**config.mk**
```make
export PLATFORM = sky130hd
export DESIGN_NAME = qlu_ctrl
export DESIGN_NICKNAME = d
export VERILOG_FILES = /design/src/hdl/qlu_pkg.sv /design/src/hdl/qlu_ctrl.sv
export SDC_FILE = /design/constraint.sdc
export NUM_CORES = 1
export LEC_CHECK = 0
export BUFFER_PORTS_ARGS = -buffer_cell sky130_fd_sc_hd__buf_4
export CAP_MARGIN = 20
export CORE_MARGIN = 1
export CORE_UTILIZATION = 43
export CTS_CLUSTER_DIAMETER = 120
export DETAILED_ROUTE_END_ITERATION = 12
export HOLD_SLACK_MARGIN = 0.15
export PLACE_DENSITY_LB_ADDON = 0.08
export SLEW_MARGIN = 20
export SYNTH_ARGS = -nofsm -noshare
export SYNTH_HDL_FRONTEND = slang
export SYNTH_SLANG_ARGS = --single-unit
export TNS_END_PERCENT = 30
```
**constraint.sdc**
```tcl
create_clock -name clock -period 2.98 [get_ports clock]
set_input_delay 0.298 -clock clock [delete_from_list [all_inputs] [get_ports clock]]
set_output_delay 0.298 -clock clock [all_outputs]
set_load 0.005 [all_outputs]
```
**src/hdl/qlu_pkg.sv**
```systemverilog
`default_nettype none
// ----------------------------------------------------------------------------
// Q-learning table update: shared package
// Field widths, table geometry, arithmetic widths, codes and the command and
// status structs that join the controller and the datapath.
// ----------------------------------------------------------------------------
package qlu_pkg;

   // Table geometry.
   localparam int NUM_STATES  = 256;
   localparam int NUM_ACTIONS = 8;
   localparam int ROW_W       = $clog2(NUM_STATES);
   localparam int COL_W       = $clog2(NUM_ACTIONS);
   localparam int ADDR_W      = ROW_W + COL_W;
   localparam int DEPTH       = NUM_STATES * NUM_ACTIONS;

   // Field widths.
   localparam int STATE_W  = 8;
   localparam int ACTION_W = 3;
   localparam int MASK_W   = 8;
   localparam int VALUE_W  = 32;
   localparam int VISIT_W  = 16;
   localparam int GAMMA_W  = 17;

   // Configuration port.
   localparam int CSR_INDEX_W = 1;
   localparam int CSR_DATA_W  = GAMMA_W;
   localparam logic [GAMMA_W-1:0]  GAMMA_RESET   = 17'd58982;
   localparam logic [ACTION_W-1:0] DEFAULT_RESET = 3'd0;

   localparam logic [VISIT_W-1:0] VISIT_MAX = {VISIT_W{1'b1}};

   // Arithmetic widths of the update path.
   localparam int GAMMA_SHIFT = 16;
   localparam int PROD_W      = GAMMA_W + 1 + VALUE_W;
   localparam int DISC_W      = PROD_W - GAMMA_SHIFT;
   localparam int TARGET_W    = DISC_W + 1;
   localparam int DIFF_W      = TARGET_W + 1;
   localparam int DVD_W       = DIFF_W + 1;
   localparam int SUM_W       = DVD_W + 2;

   // Sequencer counts.
   localparam int SCAN_LAST = NUM_ACTIONS + 1;
   localparam int CNT_W     = $clog2(DVD_W + 1);

   typedef enum logic [CSR_INDEX_W-1:0] {
      CSR_GAMMA          = 1'b0,
      CSR_DEFAULT_ACTION = 1'b1
   } csr_index_type;

   typedef enum logic {
      OP_UPDATE = 1'b0,
      OP_QUERY  = 1'b1
   } op_type;

   typedef enum logic [2:0] {
      ST_CLEAR,
      ST_IDLE,
      ST_SCAN,
      ST_ENTRY,
      ST_PREP,
      ST_DIVIDE,
      ST_FINISH,
      ST_REPLY
   } state_type;

   typedef enum logic [1:0] {
      RD_START,
      RD_SCAN,
      RD_ENTRY
   } rd_sel_type;

   typedef struct packed {
      logic              load;
      logic              clear_we;
      logic [ADDR_W-1:0] clear_addr;
      rd_sel_type        rd_sel;
      logic [COL_W-1:0]  rd_col;
      logic              scan_init;
      logic              scan_cmp;
      logic [COL_W-1:0]  cmp_col;
      logic              mul;
      logic              prep;
      logic              div_step;
      logic              finish;
      logic              reply;
   } cmd_type;

   typedef struct packed {
      logic is_query;
      logic out_free;
   } status_type;

endpackage
`default_nettype wire

```
**src/hdl/qlu_ctrl.sv**
```systemverilog
`default_nettype none
// ----------------------------------------------------------------------------
// Q-learning table update: controller
// Sequences the clearing pass, the row scan, the entry read, the divider
// steps and the write-back, and issues commands to the datapath.
// ----------------------------------------------------------------------------
module qlu_ctrl (
   input  wire logic                clock,
   input  wire logic                reset,
   input  wire logic                req_valid,
   output logic                     req_ready,
   input  wire qlu_pkg::status_type sts,
   output qlu_pkg::cmd_type         cmd
);

   qlu_pkg::state_type              state_ff, state_in;
   logic [qlu_pkg::CNT_W-1:0]       step_ff, step_in;
   logic [qlu_pkg::ADDR_W-1:0]      clear_ff, clear_in;

   always_ff @(posedge clock) begin
      if (reset) begin
         state_ff <= qlu_pkg::ST_CLEAR;
         step_ff  <= '0;
         clear_ff <= '0;
      end else begin
         state_ff <= state_in;
         step_ff  <= step_in;
         clear_ff <= clear_in;
      end
   end

   always_comb begin
      state_in  = state_ff;
      step_in   = step_ff;
      clear_in  = clear_ff;
      req_ready = 1'b0;
      cmd       = '0;
      cmd.rd_sel = qlu_pkg::RD_START;

      case (state_ff)
         qlu_pkg::ST_CLEAR: begin
            cmd.clear_we   = 1'b1;
            cmd.clear_addr = clear_ff;
            clear_in       = clear_ff + qlu_pkg::ADDR_W'(1);
            if (clear_ff == qlu_pkg::ADDR_W'(qlu_pkg::DEPTH - 1)) begin
               state_in = qlu_pkg::ST_IDLE;
            end
         end

         qlu_pkg::ST_IDLE: begin
            req_ready = 1'b1;
            if (req_valid) begin
               cmd.load = 1'b1;
               step_in  = '0;
               state_in = qlu_pkg::ST_SCAN;
            end
         end

         qlu_pkg::ST_SCAN: begin
            // Step 0 reads the start entry, steps 1..N read each action in
            // order; read data arrives in the cycle after its address.
            if (step_ff == '0) begin
               cmd.rd_sel = qlu_pkg::RD_START;
            end else begin
               cmd.rd_sel = qlu_pkg::RD_SCAN;
            end
            cmd.rd_col    = qlu_pkg::COL_W'(step_ff - qlu_pkg::CNT_W'(1));
            cmd.scan_init = (step_ff == qlu_pkg::CNT_W'(1));
            cmd.scan_cmp  = (step_ff >= qlu_pkg::CNT_W'(2));
            cmd.cmp_col   = qlu_pkg::COL_W'(step_ff - qlu_pkg::CNT_W'(2));
            step_in       = step_ff + qlu_pkg::CNT_W'(1);
            if (step_ff == qlu_pkg::CNT_W'(qlu_pkg::SCAN_LAST)) begin
               state_in = qlu_pkg::ST_ENTRY;
            end
         end

         qlu_pkg::ST_ENTRY: begin
            cmd.rd_sel = qlu_pkg::RD_ENTRY;
            cmd.mul    = 1'b1;
            if (sts.is_query) begin
               state_in = qlu_pkg::ST_REPLY;
            end else begin
               state_in = qlu_pkg::ST_PREP;
            end
         end

         qlu_pkg::ST_PREP: begin
            cmd.prep = 1'b1;
            step_in  = '0;
            state_in = qlu_pkg::ST_DIVIDE;
         end

         qlu_pkg::ST_DIVIDE: begin
            cmd.div_step = 1'b1;
            step_in      = step_ff + qlu_pkg::CNT_W'(1);
            if (step_ff == qlu_pkg::CNT_W'(qlu_pkg::DVD_W - 1)) begin
               state_in = qlu_pkg::ST_FINISH;
            end
         end

         qlu_pkg::ST_FINISH: begin
            if (sts.out_free) begin
               cmd.finish = 1'b1;
               state_in   = qlu_pkg::ST_IDLE;
            end
         end

         qlu_pkg::ST_REPLY: begin
            // Keep the entry address so the count read stays valid while
            // the response register is still occupied.
            cmd.rd_sel = qlu_pkg::RD_ENTRY;
            if (sts.out_free) begin
               cmd.reply = 1'b1;
               state_in  = qlu_pkg::ST_IDLE;
            end
         end

         default: begin
            state_in = qlu_pkg::ST_IDLE;
         end
      endcase
   end

endmodule
`default_nettype wire

```
Yosys cells after proc, flatten, opt, wreduce, memory -nomap -nowiden --
Index checks and enable logic that the tools add are counted. W data, S select, Z words.
Word-level totals: logic and storage cells 54, bits of input ports 5, register bits after elaboration 20, output and inout bits 29
Cells by class: $lt $le $gt $ge 1, mux-type cells 22, add/subtract/negate cells 4, equality and inequality tests 16, reductions and logical operators 8
Operators with widths (count):
- $pmux W3 S7 | 1
- $pmux W6 S3 | 1
- $mux W3 | 5
- $eq A3 B3 Y1 const B | 4
- $mux W12 | 1
- $add A11 B1 Y11 const B | 1
- $eq A11 B11 Y1 const B | 1
- $mux W1 | 10
- $mux W8 | 1
- $ne A2 B2 Y1 const B | 4
- $add A6 B1 Y6 const B | 1
- $eq A3 B2 Y1 const B | 2
- $eq A6 B1 Y1 const B | 1
- $eq A6 B4 Y1 const B | 1
- $eq A6 B6 Y1 const B | 1
- $ge A6 B2 Y1 const B | 1
- $logic_not A6 Y1 | 1
- $mux W6 | 1
- $reduce_or A2 Y1 | 3
- $reduce_and A5 Y1 | 1
- $pmux W2 S2 | 1
- $eq A3 B1 Y1 const B | 1
- $logic_not A3 Y1 | 1
- $reduce_bool A3 Y1 | 1
- 5 further kinds | 5

Longest topological paths before layout --
Gate-level depths: netlist (run 1).
word-level depth 4, gate-level depth with buffers 7, depth with buffers taken out 6

Least setup slack after synthesis (run 1) --
OpenSTA, ideal clock, no wires.
path kind register to register, start point register step_ff[0] (netlist name), end point register state_ff[1], arrival 1.385 ns, library setup time 0.074 ns, required time 2.906 ns, path slack 1.520 ns, period minus slack after synthesis 1.460 ns, buffers on the path 0, stages on the path, launching flop included 7, cells stage by stage dfxtp_1 inv_1 ha_1 a41oi_1 nor3_2 or3_1 o21ai_0
On the way: longest elaborated chain between the ends 3, elaborated cells between the ends (all ways) 5, classes of those cells 4 x eq/ne; 1 x reduce/logical
RTL lines:
- start, declared | line qlu_ctrl.sv:17 | logic [qlu_pkg::CNT_W-1:0] step_ff, step_in;
- start signal, assigned | line qlu_ctrl.sv:27 | step_ff <= step_in;
- $eq A6 B6 Y1 or $eq A6 B4 Y1 (tied branches) | line qlu_ctrl.sv:96, qlu_ctrl.sv:72
- $ne A2 B2 Y1 (no source line)
- $reduce_and A5 Y1 (no source line) *
- end signal, assigned | line qlu_ctrl.sv:22 | state_ff <= qlu_pkg::ST_CLEAR;
- end signal, assigned | line qlu_ctrl.sv:26 | state_ff <= state_in;
- end, declared | line qlu_ctrl.sv:16 | qlu_pkg::state_type state_ff, state_in;
Mark *: on every way between the ends. The rest lies on a longest branch, timed or not. A chain may end at the register's enable or synchronous reset.

==> reports/summary.txt, run 1 <==
Cell row count - 19
GRT busiest layer - met2
Grt ovf - 0
Syn Area/Cell - 8.04 um2
Post-CTS Setup Bufs - 0
Nets - 207
Worst-Skew Late Latency - 290 ps
Synthesized area - 0.00130 mm2
Met1 Resource Use GR - 22.9%
Reg2Reg Setup Slack - 1050 ps
Max Cap Viol - 0
Clock root buffer - clkbuf_4
F_max - 484 MHz
Final period util - 69.4%
Post-synth EDFFs - 0
Worst hold path depth - 2
Ant diodes - 0
Critical Path Start Type - flip-flop
RSZ-0062 raised after global routing - no
Final estimated routing congestion in global placement - 0.792
Worst Path Required - 2680 ps
Min-Delay Path Class - primary input to flip-flop
Top FF cell, synth - dfxtp_1
WL final - 2580 um
Initial Util - 46.4%
Post-Place Cells - 219
DR pass1 iterations - 8
Global-route track usage on met3 - 2.04%
Core Footprint - 0.00281 mm2
Area of the multi-input gates - 837 um2
Routed len/inst - 11.6 um
Die Height - 57.0 um
Register Area - 400 um2
Cts repair resizes - 0
Worst reg2reg endpoint - state_ff[1]
Die width - 57.0 um
Ports - 34
Hold_buf cts - 0
CTS H-tree depth - 1
Critical path endpoint category - output pin
Worst hold start - reset
Layout cell share with drive strength beyond 1 - 22.0%
Yosys warning total - 0
Fillers - 285
Yosys cell types - 37
Vias/cell - 5.17
Largest net degree at the start of global routing - 19
Num CTS Buffers - 3
Rel. slew slack - 55.0%
Drt initial violations - 40
Synth Instances - 162
GRT Total Usage - 17.1%
RR Startpoint - state_ff[1]
Crit path from - state_ff[2]
PortBufs - 33
Antenna viol nets, final - 0
Area grow syn2layout - 20.7%
First-pass GRT wire length - 4440 um
Syn nets - 176
Crit Path Max Fanout - 18
Antenna violations before repair - 0
Total Neg Setup Slack - 0 ps
Worst-margin pin slew - 674 ps
Non-filler cells, final - 222
Failing checks - DRC
CTS Buffer Depth - 2
Sink Count - 20
Tmin final - 2070 ps
Reg clk slew, reported paths - 100 ps
Final slew viol count - 0
# DRC - 6
Endpoints failing hold - 0
Pleak - 0.702 nW
Maximum VDD drop - 0.203 mV
Status - complete, but fails checks
Power Density - 269 mW/mm2
CP arrival - 1770 ps
Setup CP Type - flip-flop to output pin
Die ar. - 0.00325 mm2
Ys async rst share - 0%
Hold Crit Endpoint - clear_ff[9]
DP HPWL - 1930 um
Setup Skew - 1.99 ps
R2R depth - 5
M2 GR Usage - 27.7%
Final setup vio count - 0
CTS tree - yes
Vias in the first global route - 1007
Vias after detailed routing - 1148
Final core occ - 56.1%
Seq cells post-synth - 20
Post-synthesis sequential area ratio - 30.7%
==> worst max-delay path by stage <==
| stage | end | slack [ps] | cells after the start |
|---|---|---|---|
| 2_1_floorplan | state_ff[1] | 1520 | 6 |
| 3_3_place_gp | step_ff[2] | 1120 | 5 |
| 3_5_place_dp | state_ff[1] | 1060 | 5 |
| 4_1_cts | cmd[25] | 900 | 3 |
| 5_1_grt | cmd[13] | 720 | 3 |
| 6_report | cmd[25] | 910 | 3 |
==> Yosys cell counts (2+ instances only) <==
cell      number  share of area, %
a21oi_1        9               3.5
and2_1        13               6.2
buf_2          3               1.2
clkbuf_1       2              0.58
dfxtp_1       20                31
ha_1           9               8.6
inv_1          7               2.0
nand2_1       11               3.2
nand2b_1       2              0.96
nand3_1        5               1.9
nand3b_1       3               1.7
nand4_1        4               1.9
nor2_1        29               8.4
nor3_1         2              0.77
o21ai_0        7               2.7
or3_1          3               1.4
xnor2_1        5               3.4
xor2_1         9               6.1
==> final cells by class <==
class / count / area share, %
clock buffer: 3 / 1.43
timing repair buffer: 33 / 15.8
inverter: 7 / 1.67
multi-input combinational: 128 / 53.2
sequential: 20 / 25.5
tap: 31 / 2.47
==> registers in the layout, indices dropped and copies added (netlist names) <==
name and flops:
clear_ff 11, state_ff 3, step_ff 6
==> where the power goes <==
part	leakage [nW]	internal [mW]	total [mW]	switching, mW
clock network	0.0138	0.0471	0.121	0.0742
logic	0.526	0.0137	0.0254	0.0117
registers	0.162	0.271	0.276	0.00565
==> critical path, cell delays in order (launching register included) <==
cell and delay, ps:
dfxtp_1 480, nor3_4 650, and2_1 240, buf_4 110
==> stage by stage <==
stage	hold WS [ps]	cell area, um2	total power [mW]	setup WS, ps
global placement	486	1550	0.308	1120
detailed placement	498	1550	0.309	1060
floorplan	367	1300	0.295	1520
global route	268	1570	0.445	715
finish	276	1570	0.423	912
CTS	269	1570	0.431	899
==> placed cells by master (no fill, tap or decap), types with 2 or more instances in the layout <==
master / count
nand3b_1: 3
a21oi_1: 9
and2_1: 13
xnor2_1: 5
nor3_1: 2
nand2b_1: 2
nand4_1: 4
nand3_1: 5
dfxtp_1: 20
inv_1: 7
nand2_1: 11
nor2_1: 29
or3_1: 3
ha_1: 9
xor2_1: 9
o21ai_0: 7
buf_4: 33
clkbuf_4: 3
==> routing by layer <==
| metal | vias to the layer above | part of all wire (%) |
|---|---|---|
| li1 | 607 | - |
| met1 | 510 | 48 |
| met2 | 26 | 46 |
| met3 | 5 | 3.9 |
| met4 | 0 | 1.6 |
| met5 | - | 0 |
==> kinds of logic (layout without fill, tap and decap cells) <==
logic type / after synthesis / after routing / share of synthesized area, %
flops: 20 / 20 / 30.7
simple gates: 82 / 82 / 34.8
fa+ha+maj: 9 / 9 / 8.65
xor+xnor: 14 / 14 / 9.41
mux: 1 / 1 / 0.769
buf+inv: 14 / 43 / 5.00
compound gates: 22 / 22 / 10.7
(Power assumes the default switching activity.)
==> inputs of run 2 (changes only) <==
clock period = 1.95 ns   (was 2.98 ns; I/O delays follow)
==> run 2 against run 1 <==
Against the previous run: the run still ends with DRC left; routed wire length increased by 4.0%; hold slack got worse by 92 ps; worst setup slack got worse by 760 ps; largest power group unchanged; largest cell class unchanged; via count increased by 2.0%; utilization increased by 1.1 points.
==> reports/summary.txt, run 2 (synthesis gave the netlist of run 1 again) <==
Pleak - 0.718 nW
DP HPWL - 2020 um
Die width - 57.0 um
Routed len/inst - 11.9 um
Vias after detailed routing - 1171
Rel. slew slack - 71.3%
Cell Chain, Critical Path - nor3_4 -> buf_4 -> and2_1 -> buf_4
Final slew viol count - 0
Vias in the first global route - 1093
Antenna violations before repair - 0
Reg2Reg Setup Slack - 350 ps
Power Density - 404 mW/mm2
Worst reg2reg endpoint - state_ff[1]
Largest regs - clear_ff (11), step_ff (6), state_ff (3)
CTS H-tree depth - 1
Biggest register - clear_ff
Area grow syn2layout - 23.2%
CTS tree - yes
Worst Path Required - 1750 ps
Largest net degree at the start of global routing - 16
Initial Util - 46.4%
Sink Count - 20
Crit path from - state_ff[1]
Most used cell, CP - buf_4
R2R depth - 5
Endpoints failing hold - 0
GRT Total Usage - 18.6%
Final period util - 92.0%
Post-Place Cells - 222
Failing checks - DRC
Min-Delay Path Class - primary input to flip-flop
Clock root buffer - clkbuf_4
Total Neg Setup Slack - 0 ps
Worst-Skew Late Latency - 290 ps
Worst-margin pin slew - 427 ps
Ant diodes - 0
Max Cap Viol - 0
Reg clk slew, reported paths - 110 ps
Final setup vio count - 0
Layout cell share with drive strength beyond 1 - 24.7%
Num CTS Buffers - 3
Setup Skew - 2.37 ps
Cell row count - 19
Grt ovf - 0
F_max - 558 MHz
Most common cell after layout, fill and taps aside - buf_4
Crit Path Max Fanout - 12
Maximum VDD drop - 0.302 mV
Ports - 34
Number of flip-flops under the largest register name - 11
Critical Path Start Type - flip-flop
Status - complete, but fails checks
Critical-path top delay cell - nor3_4
RR Startpoint - state_ff[1]
Drt initial violations - 67
Tmin final - 1790 ps
CTS Buffer Depth - 2
Non-filler cells, final - 225
CP max stage delay - 410 ps
Setup CP Type - flip-flop to output pin
Setup crit end - cmd[25]
Die ar. - 0.00325 mm2
DR pass1 iterations - 8
Die Height - 57.0 um
Final estimated routing congestion in global placement - 0.823
PortBufs - 33
Nets - 210
Most frequent cells in the layout - buf_4 (36), nor2_1 (29), dfxtp_1 (17), and2_1 (13), nand2_1 (11)
WL final - 2680 um
CP arrival - 1600 ps
# DRC - 6
Worst hold start - reset
Antenna viol nets, final - 0
Core Footprint - 0.00281 mm2
RSZ-0062 raised after global routing - no
Hold_buf cts - 0
First-pass GRT wire length - 4780 um
Critical path endpoint category - output pin
Vias/cell - 5.20
[run 2: cell count changes in the layout (fill, tap and decap cells not counted)]
cell / delta
dfxtp_1: -3
dfxtp_2: +1
buf_4: +3
dfxtp_4: +2
[run 2: layout make-up]
cell class	count	area [um2]
sequential	20	409
fill	279	1200
multi-input combinational	128	837
tap	31	38.8
clock buffer	3	22.5
inverter	7	26.3
timing repair buffer	36	270
[run 2: critical path: cells and delay by family (launching register included)]
kind	cells	cell delay, ps
buffers and inverters	2	340
flip-flops	1	400
AND/OR/NAND/NOR	2	550
[run 2: report_power, final]
| part | total [mW] | internal, mW | switching [mW] |
|---|---|---|---|
| Clock | 0.190 | 0.0719 | 0.118 |
| Sequential | 0.419 | 0.411 | 0.00849 |
| Combinational | 0.0394 | 0.0210 | 0.0184 |
[run 2: how the worst min path moves through the flow]
stage,to,cells after the start
floorplan,clear_ff[5],1
global placement,clear_ff[9],2
detailed placement,clear_ff[9],2
CTS,clear_ff[9],2
global route,clear_ff[6],2
finish,clear_ff[9],2
[run 2: timing repair]
item / CTS / global route
pin swaps: 1 / 0
setup endpoints to repair: 8 / 16
buffers inserted: 0 / 0
resized for setup: 1 / 4
[run 2: metal layers]
metal  wire length, um  vias to the layer above  global-route usage (%)
li1                  -                      614                       -
met4                44                        0                    9.06
met1              1250                      521                    23.1
met3               109                        4                    2.04
met5                 0                        -                       0
met2              1280                       32                    32.1
[run 2: metrics by stage]
stage / setup slack [ps] / instance area (um2) / hold slack [ps] / util, % / power (mW)
after floorplan: 490 / 1300 / 264 / - / 0.451
after global placement: 278 / 1570 / 486 / 56.1 / 0.470
after detailed placement: 204 / 1570 / 498 / 56.1 / 0.471
after CTS: 10.6 / 1600 / 169 / 56.9 / 0.665
after global routing: 25.3 / 1600 / 169 / 57.2 / 0.688
final: 157 / 1600 / 184 / 57.2 / 0.649
==> inputs of run 3 (changes only) <==
BUFFER_PORTS_ARGS = unset   (was -buffer_cell sky130_fd_sc_hd__buf_4)
DONT_BUFFER_PORTS = 1   (was unset)
SLEW_MARGIN = 10   (was 20)
==> run 3 against run 2 <==
Against the previous run: worst setup slack worse by 2.2 ps; final cell count down 12%; power up 6.1%; largest power group unchanged; routed wire length down 2.1%; the run still ends with DRC left; critical endpoint is now cmd[13]; critical path type unchanged; register-to-register slack worse by 70 ps; hold slack better by 160 ps; first-iteration DRC count down 25%; clock power up 26%; sequential share of layout area up 3.1 points; sequential power up 1%; utilization down 7.2 points; fmax down 0.12%.
==> reports/summary.txt, run 3 (synthesis gave the netlist of run 1 again) <==
Number of flip-flops under the largest register name - 11
PortBufs - 0
Clock root buffer - clkbuf_4
Worst-Skew Late Latency - 300 ps
Layout cell share with drive strength beyond 1 - 10.8%
Largest net degree at the start of global routing - 15
Most frequent cells in the layout - nor2_1 (29), dfxtp_1 (19), and2_1 (13), nand2_1 (11)
Sw Share - 21.7%
Setup Skew - 9.80 ps
Tmin final - 1800 ps
Power Density - 491 mW/mm2
Die Height - 57.0 um
Failing checks - DRC
Final period util - 92.1%
Initial Util - 46.4%
Drt initial violations - 50
WL final - 2630 um
Min-Delay Path Class - primary input to flip-flop
Die width - 57.0 um
Status - complete, but fails checks
GRT Total Usage - 16.7%
Area grow syn2layout - 7.69%
Worst Path Required - 1750 ps
Rel. slew slack - 62.0%
DP Area - 0.00136 mm2
Max Cap Viol - 0
CTS tree - yes
DR pass1 iterations - 8
Sink Count - 20
Total Neg Setup Slack - 0 ps
CP arrival - 1600 ps
CTS Buffer Depth - 2
Setup CP Type - flip-flop to output pin
Psw - 0.149 mW
Pleak - 0.572 nW
F_max - 557 MHz
Sequential Power Share - 61.4%
Final slew viol count - 0
Endpoints failing hold - 0
Antenna viol nets, final - 0
Grt ovf - 0
Internal power - 0.539 mW
Final Cell Area - 0.00140 mm2
Num CTS Buffers - 3
CTS H-tree depth - 1
First-pass GRT wire length - 4350 um
Routed len/inst - 13.3 um
Vias after detailed routing - 1072
DP HPWL - 1910 um
Vias in the first global route - 952
Final setup vio count - 0
Worst-margin pin slew - 568 ps
Combinational fraction of design power - 3.9%
Die ar. - 0.00325 mm2
Clk network pwr share - 34.7%
Fillers - 286
# DRC - 6
Maximum VDD drop - 0.291 mV
Largest regs - clear_ff (11), step_ff (6), state_ff (3)
Core Footprint - 0.00281 mm2
Nets - 182
Antenna violations before repair - 0
Most common cell after layout, fill and taps aside - nor2_1
Ports - 34
Reg clk slew, reported paths - 120 ps
Critical path endpoint category - output pin
Cell row count - 19
Biggest register - clear_ff
Critical Path Start Type - flip-flop
Vias/cell - 5.41
RSZ-0062 raised after global routing - no
Ant diodes - 0
Crit Path Max Fanout - 10
Final estimated routing congestion in global placement - 0.786
## run 3: what timing repair did
item / 4_1_cts / 5_1_grt
resized for setup: 0 / 1
setup buffers: 0 / 0
hold buffers: 1 / 0
endpoints found under the hold margin: 14 / 0
endpoints found under the setup margin: 0 / 7
## run 3: power groups by stage
stage / combinational (mW) / sequential [mW] / clock (mW)
after floorplan: 0.0204 / 0.430 / 0
after global placement: 0.0214 / 0.432 / 0
after detailed placement: 0.0213 / 0.432 / 0
after CTS: 0.0274 / 0.423 / 0.253
after global routing: 0.0306 / 0.424 / 0.270
final: 0.0271 / 0.423 / 0.239
## run 3: area by class of cell
type                    instances  area, um2  share of cell area [%]
clock buffers                   4       36.3                    2.59
inverters                       7       26.3                    1.87
multi-input cells             128        837                    59.7
flip-flops and latches         20        402                    28.6
well taps                      31       38.8                    2.77
repair buffers                  8       62.6                    4.46
## run 3: routing by layer
metal,GRT usage [%],vias up,part of all wire (%),wire length (um)
li1,-,558,-,-
met1,22.6,487,48,1260
met2,27.1,25,47,1230
met3,2.04,2,4.5,117
met4,7.32,0,0.65,17
met5,0,-,0,0
## run 3: through the flow
| stage | power, mW | util (%) | std cells | hold slack [ps] | setup slack [ps] |
|---|---|---|---|---|---|
| 2_1_floorplan | 0.451 | - | 162 | 264 | 490 |
| 4_1_cts | 0.703 | 50.0 | 198 | 321 | 90.0 |
| 3_5_place_dp | 0.453 | 48.3 | 193 | 271 | 327 |
| 5_1_grt | 0.725 | 50.0 | 198 | 356 | 46.7 |
| 6_report | 0.688 | 50.0 | 198 | 341 | 154 |
| 3_3_place_gp | 0.453 | 48.3 | 193 | 266 | 306 |
## run 3: worst max-delay path, cell delays in order (launching register included)
cell,delay [ps]
dfxtp_1,510
or3b_1,430
buf_4,190
a21oi_1,170
## run 3: final timing paths
path,startpoint,end,slack (ps),depth (start not counted)
max,state_ff[1],cmd[13],150,3
min,sts[0],state_ff[0],340,4
max reg2reg,state_ff[1],state_ff[1],280,5
min reg2reg,clear_ff[9],clear_ff[9],510,2
